### config.mk
export PLATFORM = sky130hd
export DESIGN_NAME = angle_tracking_pll_core
export DESIGN_NICKNAME = d
export VERILOG_FILES = /design/src/rtl/core/atpll_pkg.sv /design/src/rtl/core/angle_tracking_pll_core.sv /design/src/rtl/core/atpll_mul.sv /design/src/rtl/core/atpll_ctrl.sv
export VERILOG_INCLUDE_DIRS = /design/src /design/src/rtl/core
export SDC_FILE = /design/constraint.sdc
export NUM_CORES = 2
export LEC_CHECK = 0
export ABC_AREA = 0
export BUFFER_PORTS_ARGS = -buffer_cell sky130_fd_sc_hd__buf_2
export CAP_MARGIN = 20
export CELL_PAD_IN_SITES_DETAIL_PLACEMENT = 1
export CELL_PAD_IN_SITES_GLOBAL_PLACEMENT = 1
export CORE_MARGIN = 4
export CORE_UTILIZATION = 45
export CTS_BUF_LIST = sky130_fd_sc_hd__clkbuf_16
export CTS_CLUSTER_DIAMETER = 30
export DETAILED_ROUTE_END_ITERATION = 8
export PLACE_DENSITY_LB_ADDON = 0.15
export SLEW_MARGIN = 0
export SYNTH_ARGS = -nofsm -noshare
export SYNTH_HDL_FRONTEND = slang
export SYNTH_SLANG_ARGS = --single-unit
### constraint.sdc
create_clock -name clk -period 21.1 [get_ports clk]
set_input_delay 1.055 -clock clk [delete_from_list [all_inputs] [get_ports clk]]
set_output_delay 1.055 -clock clk [all_outputs]
set_load 0.01 [all_outputs]
### src/rtl/core/angle_tracking_pll_core_macros.svh
// ----------------------------------------------------------------------------
// Assertion macros for the angle tracking loop
// Clocked property wrappers, compiled out for synthesis.
// ----------------------------------------------------------------------------
`ifndef ANGLE_TRACKING_PLL_CORE_MACROS_SVH
`define ANGLE_TRACKING_PLL_CORE_MACROS_SVH

`ifndef SYNTHESIS

// Same-cycle implication, sampled on the rising edge, off during reset
`define ATPLL_ASSERT_NOW(lbl, clk, rst_n, ante, cons) \
	lbl: assert property (@(posedge clk) disable iff (!rst_n) (ante) |-> (cons)) \
		else $error("atpll assertion failed");

// Next-cycle implication, sampled on the rising edge, off during reset
`define ATPLL_ASSERT_NEXT(lbl, clk, rst_n, ante, cons) \
	lbl: assert property (@(posedge clk) disable iff (!rst_n) (ante) |=> (cons)) \
		else $error("atpll assertion failed");

`else

`define ATPLL_ASSERT_NOW(lbl, clk, rst_n, ante, cons)
`define ATPLL_ASSERT_NEXT(lbl, clk, rst_n, ante, cons)

`endif

`endif

### src/rtl/core/atpll_pkg.sv
`timescale 1ns / 1ps
// ----------------------------------------------------------------------------
// Angle tracking loop package
// Shared constants, register indexes and sequencer control types.
// ----------------------------------------------------------------------------
package atpll_pkg;

	localparam int FRAC_BITS_DEF   = 16;
	localparam int SPEED_SHIFT_DEF = 8;
	localparam int ANGLE_BITS_DEF  = 14;

	localparam int DATA_W    = 32;
	localparam int PP_W      = 7;
	localparam int OFFS_W    = 14;
	localparam int CFG_IDX_W = 3;

	localparam logic [CFG_IDX_W-1:0] REG_PROP_GAIN   = 3'd0;
	localparam logic [CFG_IDX_W-1:0] REG_INTEG_GAIN  = 3'd1;
	localparam logic [CFG_IDX_W-1:0] REG_POLE_PAIRS  = 3'd2;
	localparam logic [CFG_IDX_W-1:0] REG_ELEC_OFFSET = 3'd3;
	localparam logic [CFG_IDX_W-1:0] REG_HOME_OFFSET = 3'd4;

	localparam logic [PP_W-1:0] POLE_PAIRS_RST = 7'd1;

	typedef enum logic [1:0] {
		SEL_PROP,
		SEL_INTEG,
		SEL_ELEC
	} mul_sel_t;

	typedef struct packed {
		logic     idle;
		logic     add_step;
		logic     add_pos_corr;
		logic     add_spd_corr;
		logic     mul_en;
		mul_sel_t mul_sel;
		logic     load_out;
	} ctrl_t;

endpackage

### src/rtl/core/angle_tracking_pll_core.sv
`timescale 1ns / 1ps
// ----------------------------------------------------------------------------
// Angle tracking observer loop
// Tracks a multi-turn position and speed from single-turn encoder angles.
// ----------------------------------------------------------------------------
// Each request holds the sequencer from the cycle in which it is accepted
// until its result is loaded into the output register. The accepting cycle
// takes the angle and forms the wrapped error and speed step. Three passes
// through the single shared 32 x (ANGLE_BITS+1) multiplier follow
// (proportional gain, integral gain, pole pairs). A last state then forms the
// electrical angle and the homed position into the output register, waiting
// there while that register holds a stalled result. The input stalls from
// acceptance until the sequencer is back in idle. A result that waits in the
// output register does not hold off the next request, but a second finished
// result waits in the sequencer until the first is taken. Configuration writes
// are always ready and take effect at once; write them only while no request
// is in flight.
// ----------------------------------------------------------------------------
module angle_tracking_pll_core
	import atpll_pkg::*;
#(
	parameter int FRAC_BITS   = FRAC_BITS_DEF,
	parameter int SPEED_SHIFT = SPEED_SHIFT_DEF,
	parameter int ANGLE_BITS  = ANGLE_BITS_DEF
) (
	input  logic                        clk,
	input  logic                        arst_n,

	input  logic                        cfg_valid,
	output logic                        cfg_ready,
	input  logic [CFG_IDX_W-1:0]        cfg_index,
	input  logic [DATA_W-1:0]           cfg_data,

	input  logic                        in_valid,
	output logic                        in_stall,
	input  logic [ANGLE_BITS-1:0]       sensor_angle,

	output logic                        out_valid,
	input  logic                        out_stall,
	output logic signed [DATA_W-1:0]    position_est,
	output logic signed [DATA_W-1:0]    position_homed,
	output logic signed [DATA_W-1:0]    speed_est,
	output logic [ANGLE_BITS-1:0]       elec_angle
);

`include "angle_tracking_pll_core_macros.svh"

	localparam int ERR_W  = ANGLE_BITS + 1;
	localparam int DIFF_W = ANGLE_BITS + 2;
	localparam int PROD_W = DATA_W + ERR_W;
	localparam int EXT_W  = 2 * DATA_W;

	// Half and full turn in the difference width
	localparam logic signed [DIFF_W-1:0] ANG_HALF = DIFF_W'(1) << (ANGLE_BITS - 1);
	localparam logic signed [DIFF_W-1:0] ANG_FULL = DIFF_W'(1) << ANGLE_BITS;
	// Bias that turns the arithmetic shift of a negative speed into truncation
	localparam logic [DATA_W-1:0] SPD_BIAS = (DATA_W'(1) << SPEED_SHIFT) - DATA_W'(1);

	// Configuration registers
	logic signed [DATA_W-1:0]     prop_gain_q;
	logic signed [DATA_W-1:0]     integ_gain_q;
	logic [PP_W-1:0]              pole_pairs_q;
	logic [ANGLE_BITS-1:0]        elec_offset_q;
	logic signed [DATA_W-1:0]     home_offset_q;

	// Loop state and per-request scratch
	logic signed [DATA_W-1:0]     pos_q;
	logic signed [DATA_W-1:0]     spd_q;
	logic signed [ERR_W-1:0]      err_q;
	logic signed [DATA_W-1:0]     step_q;

	ctrl_t                        ctrl;
	logic                         in_acc;
	logic                         out_busy;

	logic signed [DIFF_W-1:0]     diff;
	logic signed [DIFF_W-1:0]     diff_wrap;
	logic [DATA_W-1:0]            spd_biased;

	logic signed [DATA_W-1:0]     mul_a;
	logic signed [ERR_W-1:0]      mul_b;
	logic signed [PROD_W-1:0]     prod_q;
	logic [EXT_W-1:0]             prod_ext;
	logic signed [DATA_W-1:0]     corr;

	// ------------------------------------------------------------------------
	// Configuration port: always ready, unknown indexes are dropped
	// ------------------------------------------------------------------------
	assign cfg_ready = 1'b1;

	always_ff @(posedge clk or negedge arst_n) begin
		if (!arst_n) begin
			prop_gain_q   <= '0;
			integ_gain_q  <= '0;
			pole_pairs_q  <= POLE_PAIRS_RST;
			elec_offset_q <= '0;
			home_offset_q <= '0;
		end else if (cfg_valid && cfg_ready) begin
			case (cfg_index)
				REG_PROP_GAIN:   prop_gain_q   <= cfg_data;
				REG_INTEG_GAIN:  integ_gain_q  <= cfg_data;
				REG_POLE_PAIRS:  pole_pairs_q  <= cfg_data[PP_W-1:0];
				REG_ELEC_OFFSET: elec_offset_q <= ANGLE_BITS'(cfg_data[OFFS_W-1:0]);
				REG_HOME_OFFSET: home_offset_q <= cfg_data;
				default: begin
				end
			endcase
		end
	end

	// ------------------------------------------------------------------------
	// Sequencer
	// ------------------------------------------------------------------------
	assign out_busy = out_valid && out_stall;
	assign in_stall = !ctrl.idle;
	assign in_acc   = in_valid && !in_stall;

	atpll_ctrl u_ctrl (
		.clk      (clk),
		.arst_n   (arst_n),
		.in_valid (in_valid),
		.out_busy (out_busy),
		.ctrl     (ctrl)
	);

	// ------------------------------------------------------------------------
	// Request intake: shortest wrapped error and the truncated speed step
	// ------------------------------------------------------------------------
	always_comb begin
		diff = $signed({2'b00, sensor_angle}) - $signed({2'b00, pos_q[ANGLE_BITS-1:0]});
		// Half a turn exactly keeps its sign
		if (diff > ANG_HALF) begin
			diff_wrap = diff - ANG_FULL;
		end else if (diff < -ANG_HALF) begin
			diff_wrap = diff + ANG_FULL;
		end else begin
			diff_wrap = diff;
		end
	end

	assign spd_biased = spd_q[DATA_W-1] ? (spd_q + SPD_BIAS) : spd_q;

	always_ff @(posedge clk) begin
		if (in_acc) begin
			err_q  <= diff_wrap[ERR_W-1:0];
			step_q <= $signed(spd_biased) >>> SPEED_SHIFT;
		end
	end

	// ------------------------------------------------------------------------
	// Shared multiplier: gains times error, then low angle bits times pole pairs
	// ------------------------------------------------------------------------
	always_comb begin
		case (ctrl.mul_sel)
			SEL_PROP: begin
				mul_a = prop_gain_q;
				mul_b = err_q;
			end
			SEL_INTEG: begin
				mul_a = integ_gain_q;
				mul_b = err_q;
			end
			SEL_ELEC: begin
				mul_a = DATA_W'(pos_q[ANGLE_BITS-1:0]);
				mul_b = ERR_W'(pole_pairs_q);
			end
			default: begin
				mul_a = prop_gain_q;
				mul_b = err_q;
			end
		endcase
	end

	atpll_mul #(
		.B_W (ERR_W)
	) u_mul (
		.clk    (clk),
		.en     (ctrl.mul_en),
		.a      (mul_a),
		.b      (mul_b),
		.prod_q (prod_q)
	);

	// Arithmetic shift by the fraction width, keep the low word
	assign prod_ext = {{(EXT_W - PROD_W){prod_q[PROD_W-1]}}, prod_q};
	assign corr     = prod_ext[FRAC_BITS +: DATA_W];

	// ------------------------------------------------------------------------
	// Position and speed updates, each a single add per cycle
	// ------------------------------------------------------------------------
	always_ff @(posedge clk or negedge arst_n) begin
		if (!arst_n) begin
			pos_q <= '0;
			spd_q <= '0;
		end else begin
			if (ctrl.add_step) begin
				pos_q <= pos_q + step_q;
			end else if (ctrl.add_pos_corr) begin
				pos_q <= pos_q + corr;
			end
			if (ctrl.add_spd_corr) begin
				spd_q <= spd_q + corr;
			end
		end
	end

	// ------------------------------------------------------------------------
	// Output register
	// ------------------------------------------------------------------------
	always_ff @(posedge clk or negedge arst_n) begin
		if (!arst_n) begin
			out_valid <= 1'b0;
		end else if (ctrl.load_out) begin
			out_valid <= 1'b1;
		end else if (!out_stall) begin
			out_valid <= 1'b0;
		end
	end

	always_ff @(posedge clk) begin
		if (ctrl.load_out) begin
			position_est   <= pos_q;
			position_homed <= pos_q - home_offset_q;
			speed_est      <= spd_q;
			elec_angle     <= prod_q[ANGLE_BITS-1:0] - elec_offset_q;
		end
	end

	// ------------------------------------------------------------------------
	// Assertions
	// ------------------------------------------------------------------------
	`ATPLL_ASSERT_NEXT(a_busy_after_accept, clk, arst_n, in_acc, in_stall)
	`ATPLL_ASSERT_NOW(a_load_only_when_free, clk, arst_n, ctrl.load_out, !out_busy)
	`ATPLL_ASSERT_NEXT(a_load_shows_pos, clk, arst_n, ctrl.load_out, out_valid && position_est == pos_q)
	`ATPLL_ASSERT_NEXT(a_load_shows_spd, clk, arst_n, ctrl.load_out, speed_est == spd_q)

endmodule

### src/rtl/core/atpll_mul.sv
`timescale 1ns / 1ps
// ----------------------------------------------------------------------------
// Shared signed multiplier
// One 32 x B_W signed multiply with a registered product.
// ----------------------------------------------------------------------------
module atpll_mul #(
	parameter int B_W = 15
) (
	input  logic                      clk,
	input  logic                      en,
	input  logic signed [31:0]        a,
	input  logic signed [B_W-1:0]     b,
	output logic signed [32+B_W-1:0]  prod_q
);

	always_ff @(posedge clk) begin
		if (en) begin
			prod_q <= a * b;
		end
	end

endmodule

### src/rtl/core/atpll_ctrl.sv
`timescale 1ns / 1ps
// ----------------------------------------------------------------------------
// Angle tracking loop sequencer
// Steps the shared multiplier through the gain and pole pair products.
// ----------------------------------------------------------------------------
module atpll_ctrl
	import atpll_pkg::*;
(
	input  logic  clk,
	input  logic  arst_n,
	input  logic  in_valid,
	input  logic  out_busy,
	output ctrl_t ctrl
);

	typedef enum logic [2:0] {
		ST_IDLE,
		ST_MUL_P,
		ST_MUL_I,
		ST_MUL_E,
		ST_FIN
	} state_t;

	state_t state_q;

	always_ff @(posedge clk or negedge arst_n) begin
		if (!arst_n) begin
			state_q <= ST_IDLE;
		end else begin
			case (state_q)
				ST_IDLE: begin
					if (in_valid) state_q <= ST_MUL_P;
				end
				ST_MUL_P: state_q <= ST_MUL_I;
				ST_MUL_I: state_q <= ST_MUL_E;
				ST_MUL_E: state_q <= ST_FIN;
				ST_FIN: begin
					if (!out_busy) state_q <= ST_IDLE;
				end
				default: state_q <= ST_IDLE;
			endcase
		end
	end

	always_comb begin
		ctrl = '0;
		ctrl.mul_sel = SEL_PROP;
		case (state_q)
			ST_IDLE: begin
				ctrl.idle = 1'b1;
			end
			ST_MUL_P: begin
				ctrl.mul_en   = 1'b1;
				ctrl.mul_sel  = SEL_PROP;
				ctrl.add_step = 1'b1;
			end
			ST_MUL_I: begin
				ctrl.mul_en       = 1'b1;
				ctrl.mul_sel      = SEL_INTEG;
				ctrl.add_pos_corr = 1'b1;
			end
			ST_MUL_E: begin
				ctrl.mul_en       = 1'b1;
				ctrl.mul_sel      = SEL_ELEC;
				ctrl.add_spd_corr = 1'b1;
			end
			ST_FIN: begin
				ctrl.load_out = !out_busy;
			end
			default: begin
				ctrl.idle = 1'b0;
			end
		endcase
	end

endmodule

---- After elaboration in Yosys (flattened, before gate mapping) ----
Cells that the tools add are included.
W data, S select, Z words.
word-level totals
  register bits ........................... 381
  word-level logic and storage cells ...... 72
  output and inout bits ................... 113
cells by class
  reduce and logical (&&, ||, !) cells .... 13
  equality and inequality tests ........... 13
  muxes and demuxes ....................... 18
  $mul .................................... 1
  add/subtract/negate cells ............... 9
  magnitude comparators ................... 2
operators by type and width
  cell                      number
  $mux W32                  3
  $add A32 B31 Y32          2
  $pmux W32 S2              1
  $mul A32 B15 Y47          1
  $mux W15                  3
  $add A32 B24 Y32          1
  $add A32 B8 Y32 const B   1
  $sub A32 B32 Y32          1
  $add A15 B15 Y15 const B  1
  $gt A15 B15 Y1 const B    1
  $lt A15 B14 Y1 const B    1
  $pmux W3 S5               1
  $sub A14 B14 Y15          1
  $sub A15 B15 Y15 const B  1
  $sub A14 B14 Y14          1
  $eq A3 B2 Y1 const B      4
  $reduce_and A2 Y1         6
  $pmux W3 S3               1
  $mux W1                   7
  $eq A3 B1 Y1 const B      2
  $eq A3 B3 Y1 const B      2
  $logic_not A3 Y1          2
  $mux W3                   2
  $ne A2 B2 Y1 const B      2
  other kinds (6)           8

---- Depth between registers and ports, before layout ----
  depth after elaboration ................. 5
  gate-level depth with buffers ........... 30

---- By module ----
From an unflattened synthesis, not the netlist that was laid out.
unflattened totals
  cells, all modules ...................... 3651
  area, all modules ....................... 36717.7 um^2
modules (own cells, without submodules)
  module                   area each (um^2)  cells an instance  times used  seq. area each (um^2)
  angle_tracking_pll_core  18551.5           1690               1           9029.9
  atpll_mul                17967.2           1941               1           1411.4
  atpll_ctrl               198.9             20                 1           75.1

---- Least setup slack after synthesis ----
OpenSTA, ideal clock, no wires.
  path kind ............................... reg-to-reg
  start point ............................. register u_ctrl.state_q[0]
  end point ............................... register u_mul.prod_q[46] (data pin)
  setup slack ............................. 13.652 ns
  stages on the path, launching flop included .. 28
  data arrival time ....................... 7.188 ns
  library setup time ...................... 0.260 ns
  buffers on the path ..................... 3
  path through ............................ dfrtp_1 clkbuf_1 clkbuf_1 buf_1 nor2_1 o21ai_1 o21a_1 nand2_1 fa_1 fa_1 inv_1 fa_1 fa_1 fa_1 inv_1 fa_1 inv_1 ha_1 a211oi_1 inv_1 a211oi_1 o21a_1 o22ai_1 a221o_1 a21oi_1 o31ai_1 a31oi_1 xnor2_1
between the ends
  longest elaborated chain between the ends .. 5
  elaborated cells between the ends (all ways) .. 9
ends and longest elaborated chain
  element                                              RTL line                        text
  start: declaration                                   atpll_ctrl.sv:24                state_t state_q;
  start signal: assignment                             atpll_ctrl.sv:28                state_q <= ST_IDLE;
  start signal: assignment                             atpll_ctrl.sv:32                if (in_valid) state_q <= ST_MUL_P;
  start signal: assignment                             atpll_ctrl.sv:34                ST_MUL_P: state_q <= ST_MUL_I;
  $eq A3 B2 Y1 / $eq A3 B1 Y1 (equally long branches)  atpll_ctrl.sv:48                case (state_q)
  $pmux W3 S3 *                                        atpll_ctrl.sv:48
  $eq A2 B2 Y1 / $eq A2 B1 Y1 (equally long branches)  angle_tracking_pll_core.sv:154  case (ctrl.mul_sel)
  $pmux W32 S2 / $mux W15 (equally long branches)      angle_tracking_pll_core.sv:154
  $mul A32 B15 Y47 *                                   atpll_mul.sv:18                 prod_q <= a * b;
  end signal: assignment                               atpll_mul.sv:18
  end: declaration                                     atpll_mul.sv:13                 output logic signed [32+B_W-1:0] prod_q
Mark *: on every way between the ends. The rest lies on a longest branch, timed or not.
A chain may end at the register's enable or synchronous reset.

---- Worst setup path after layout ----
  start point ............................. register u_ctrl.state_q[2]
  end point ............................... register u_mul.prod_q[46] (data pin)
Same word-level chain as after synthesis.

==> qor.txt <==
DRC viols - 0
GR Overflow Total - 0
Longest Clk Path Bufs - 3
Slew Viols, Final - 0
placed cells - 4789
critical setup path kind - register to register
cts bufs inserted - 83
Cell Area, Synth - 35590 um2
syn_nets - 4369
DR vias/cell - 5.457
First-pass DRT Iterations - 5
via count - 27000
Detail Route Antenna Nets - 0
most common cell after layout, fill and taps aside - inv_1
Final Hold Fails - 0
Post-synth EDFFs - 194
Data required, critical path - 21.46 ns
r2r setup slk - 12.39 ns
final wirelength - 114000 um
Sink Count - 379
critical path endpoint category - register
Tcrit/Tclk final - 0.4127
IO Count - 167
Top FF cell, synth - edfxtp_1
H-tree Lvls - 3
RePlAce Congestion - 0.9297
most frequent cells in the layout - inv_1, nand2_1, fa_1
relative slew slack - 0.3213
row cnt - 102
dpl hpwl - 88240 um
Clock transition at path regs - 0.05 ns
largest net degree at the start of global routing - 86
Total GRT Usage - 0.2789
area grow syn2layout - 14.69%
Initial Utilization - 0.4564
post-cts repair resize count - 0
RSZ-0062 raised after global routing - no
Core Region - 77980 um2
max frequency - 114.8 MHz
setup violators final - 0
CTS tree - done
post-synthesis mux area share - 0.03695
setup TNS - 0 ns
hold_buf cts - 0
Post-Synth Adder-Cell Area - 0.3350
Die H - 289.2 um
FFs w/ async S/R, synth - 0.4881
Hold Path Class - input pin to asynchronous set/reset pin
drt wl/cell - 23.03 um
startpoint types - register
number of global-route vias before repair - 29650
largest family of logic cells by synthesized area - adder cells
I/O Buffers - 165
post-synthesis cell type count - 68
Max-cap violations - 0
Synthesis Warnings - 0
non-filler instance count after layout - 4948
Crit Path Max Fanout - 85
Critical Path AT - 9.07 ns
Clock Latency Late Sink - 0.62 ns
initial antenna violation count - 7
Synth Area in Compound Gates - 0.09775
outcome - complete, no violations
Seq/Total Area, Yosys - 0.2938
Syn Area/Cell - 9.800 um2
share of layout cells above drive strength 1 - 0.1257
first-pass GRT wire length - 176200 um
post-synthesis simple-gate area fraction - 0.1220
post-synthesis xor/xnor area fraction - 0.04184
cell count after synthesis - 3631
Final nets - 4574
Yosys reg bits - 379
clk_skew - 0.01798 ns
1st-iter DRT viols - 1710
measured slew at the worst slew-check pin - 0.9898 ns
post-CTS setup buffers - 0
root buffer cell - clkbuf_16
Die ar. - 83640 um2
Die Wd - 289.2 um
minimum clock period - 8.709 ns
## per-layer routing
layer / track usage / vias to the layer above / share of wire
met2: 0.4686 / 792 / 0.48
met5: 0 / - / 0.00011
li1: - / 12140 / -
met1: 0.3733 / 13890 / 0.43
met4: 0.07991 / 2 / 0.027
met3: 0.04862 / 171 / 0.063
## through the flow
step | setup slack (ns) | instance area (um2) | utilization | hold slack [ns]
2_1_floorplan | 13.65 | 35590 | - | 0.4706
3_3_place_gp | 12.75 | 37840 | 0.4853 | 0.4882
3_5_place_dp | 12.49 | 37840 | 0.4853 | 0.4959
4_1_cts | 12.46 | 40770 | 0.5229 | 0.5065
5_1_grt | 11.96 | 40810 | 0.5233 | 0.5177
6_report | 12.39 | 40810 | 0.5234 | 0.5057
## Yosys cell counts, types with 4 or more instances
cell,count,area share
inv_1,577,0.061
xor2_1,50,0.012
o21ai_1,19,0.0027
or3_1,5,0.00088
nor2_1,259,0.027
o21bai_1,16,0.0034
o21ai_0,174,0.024
nor2b_1,22,0.0039
o2111ai_1,5,0.0012
nor4_1,4,0.00070
nand2b_1,38,0.0067
nor3_1,22,0.0031
nand2_1,574,0.061
nand4_1,11,0.0019
a211oi_1,25,0.0053
clkbuf_1,94,0.0099
mux2i_1,20,0.0056
a21boi_0,9,0.0019
a2111oi_0,5,0.0012
o21a_1,45,0.0095
a21oi_1,126,0.018
buf_1,11,0.0012
or2_2,5,0.00088
a31oi_1,13,0.0023
dfrtp_1,184,0.13
edfxtp_1,194,0.16
and2_1,30,0.0053
ha_1,236,0.083
a21o_1,68,0.014
a211o_1,7,0.0017
a41oi_1,6,0.0015
and3_1,20,0.0035
nand3_1,21,0.0030
mux2_2,99,0.031
fa_1,448,0.25
o211ai_1,6,0.0013
xnor2_1,120,0.030
o31ai_1,8,0.0017
## flip-flops by register name (all words and copies together) (netlist names), 15 cells and up
| name | cells |
|---|---|
| err_q | 15 |
| home_offset_q | 32 |
| integ_gain_q | 32 |
| pos_q | 32 |
| position_est | 32 |
| position_homed | 32 |
| prop_gain_q | 32 |
| spd_q | 32 |
| speed_est | 32 |
| step_q | 24 |
| u_mul.prod_q | 45 |
## logic make-up after synthesis
group	Yosys count
compound gates	562
xor+xnor	170
fa+ha+maj	684
buf+inv	686
flops	379
mux	119
other cells	1
simple gates	1030
## critical path, cell delays in order (launching register included)
cell	delay [ns]
dfrtp_1	0.49
nand2b_2	0.18
buf_4	0.65
nand2_1	0.12
o21ai_1	0.12
buf_4	0.25
o21a_1	0.26
nand2_1	0.18
fa_1	0.62
inv_1	0.05
fa_1	0.48
fa_1	0.45
fa_1	0.43
fa_1	0.52
inv_1	0.06
fa_1	0.47
inv_1	0.04
ha_1	0.35
a2111oi_0	0.55
o221ai_1	0.23
o21ai_0	0.16
o21a_1	0.33
o22ai_1	0.25
a221o_1	0.45
a21oi_1	0.23
o31ai_1	0.14
a31oi_1	0.22
xnor2_1	0.11
## area by class of cell
type                            instances  area [um2]
Tap cell                             1040        1301
Clock buffer                           84        2102
Multi-Input combinational cell       2566       22630
Sequential cell                       379       10460
Clock inverter                         71       829.5
Inverter                              579        2173
Timing Repair Buffer                  227        1320
Antenna cell                            2       5.005
Fill cell                            8721       37160
## worst paths after layout
check | start | to | depth (start not counted)
worst max-delay path | u_ctrl.state_q[2]$_DFFE_PN0P_ | u_mul.prod_q[46]$_DFFE_PP_ | 27
worst min-delay path | arst_n | pos_q[29]$_DFFE_PN0P_ | 1
worst max register to register | u_ctrl.state_q[2]$_DFFE_PN0P_ | u_mul.prod_q[46]$_DFFE_PP_ | 27
worst min register to register | integ_gain_q[5]$_DFFE_PN0P_ | integ_gain_q[5]$_DFFE_PN0P_ | 1
max in group asynchronous | arst_n | elec_offset_q[3]$_DFFE_PN0P_ | 3
min in group clk | integ_gain_q[5]$_DFFE_PN0P_ | integ_gain_q[5]$_DFFE_PN0P_ | 1
Power is left out: the tool's default activity adds up to more than one toggle a clock period on the data nets, which glitch-free logic cannot reach.
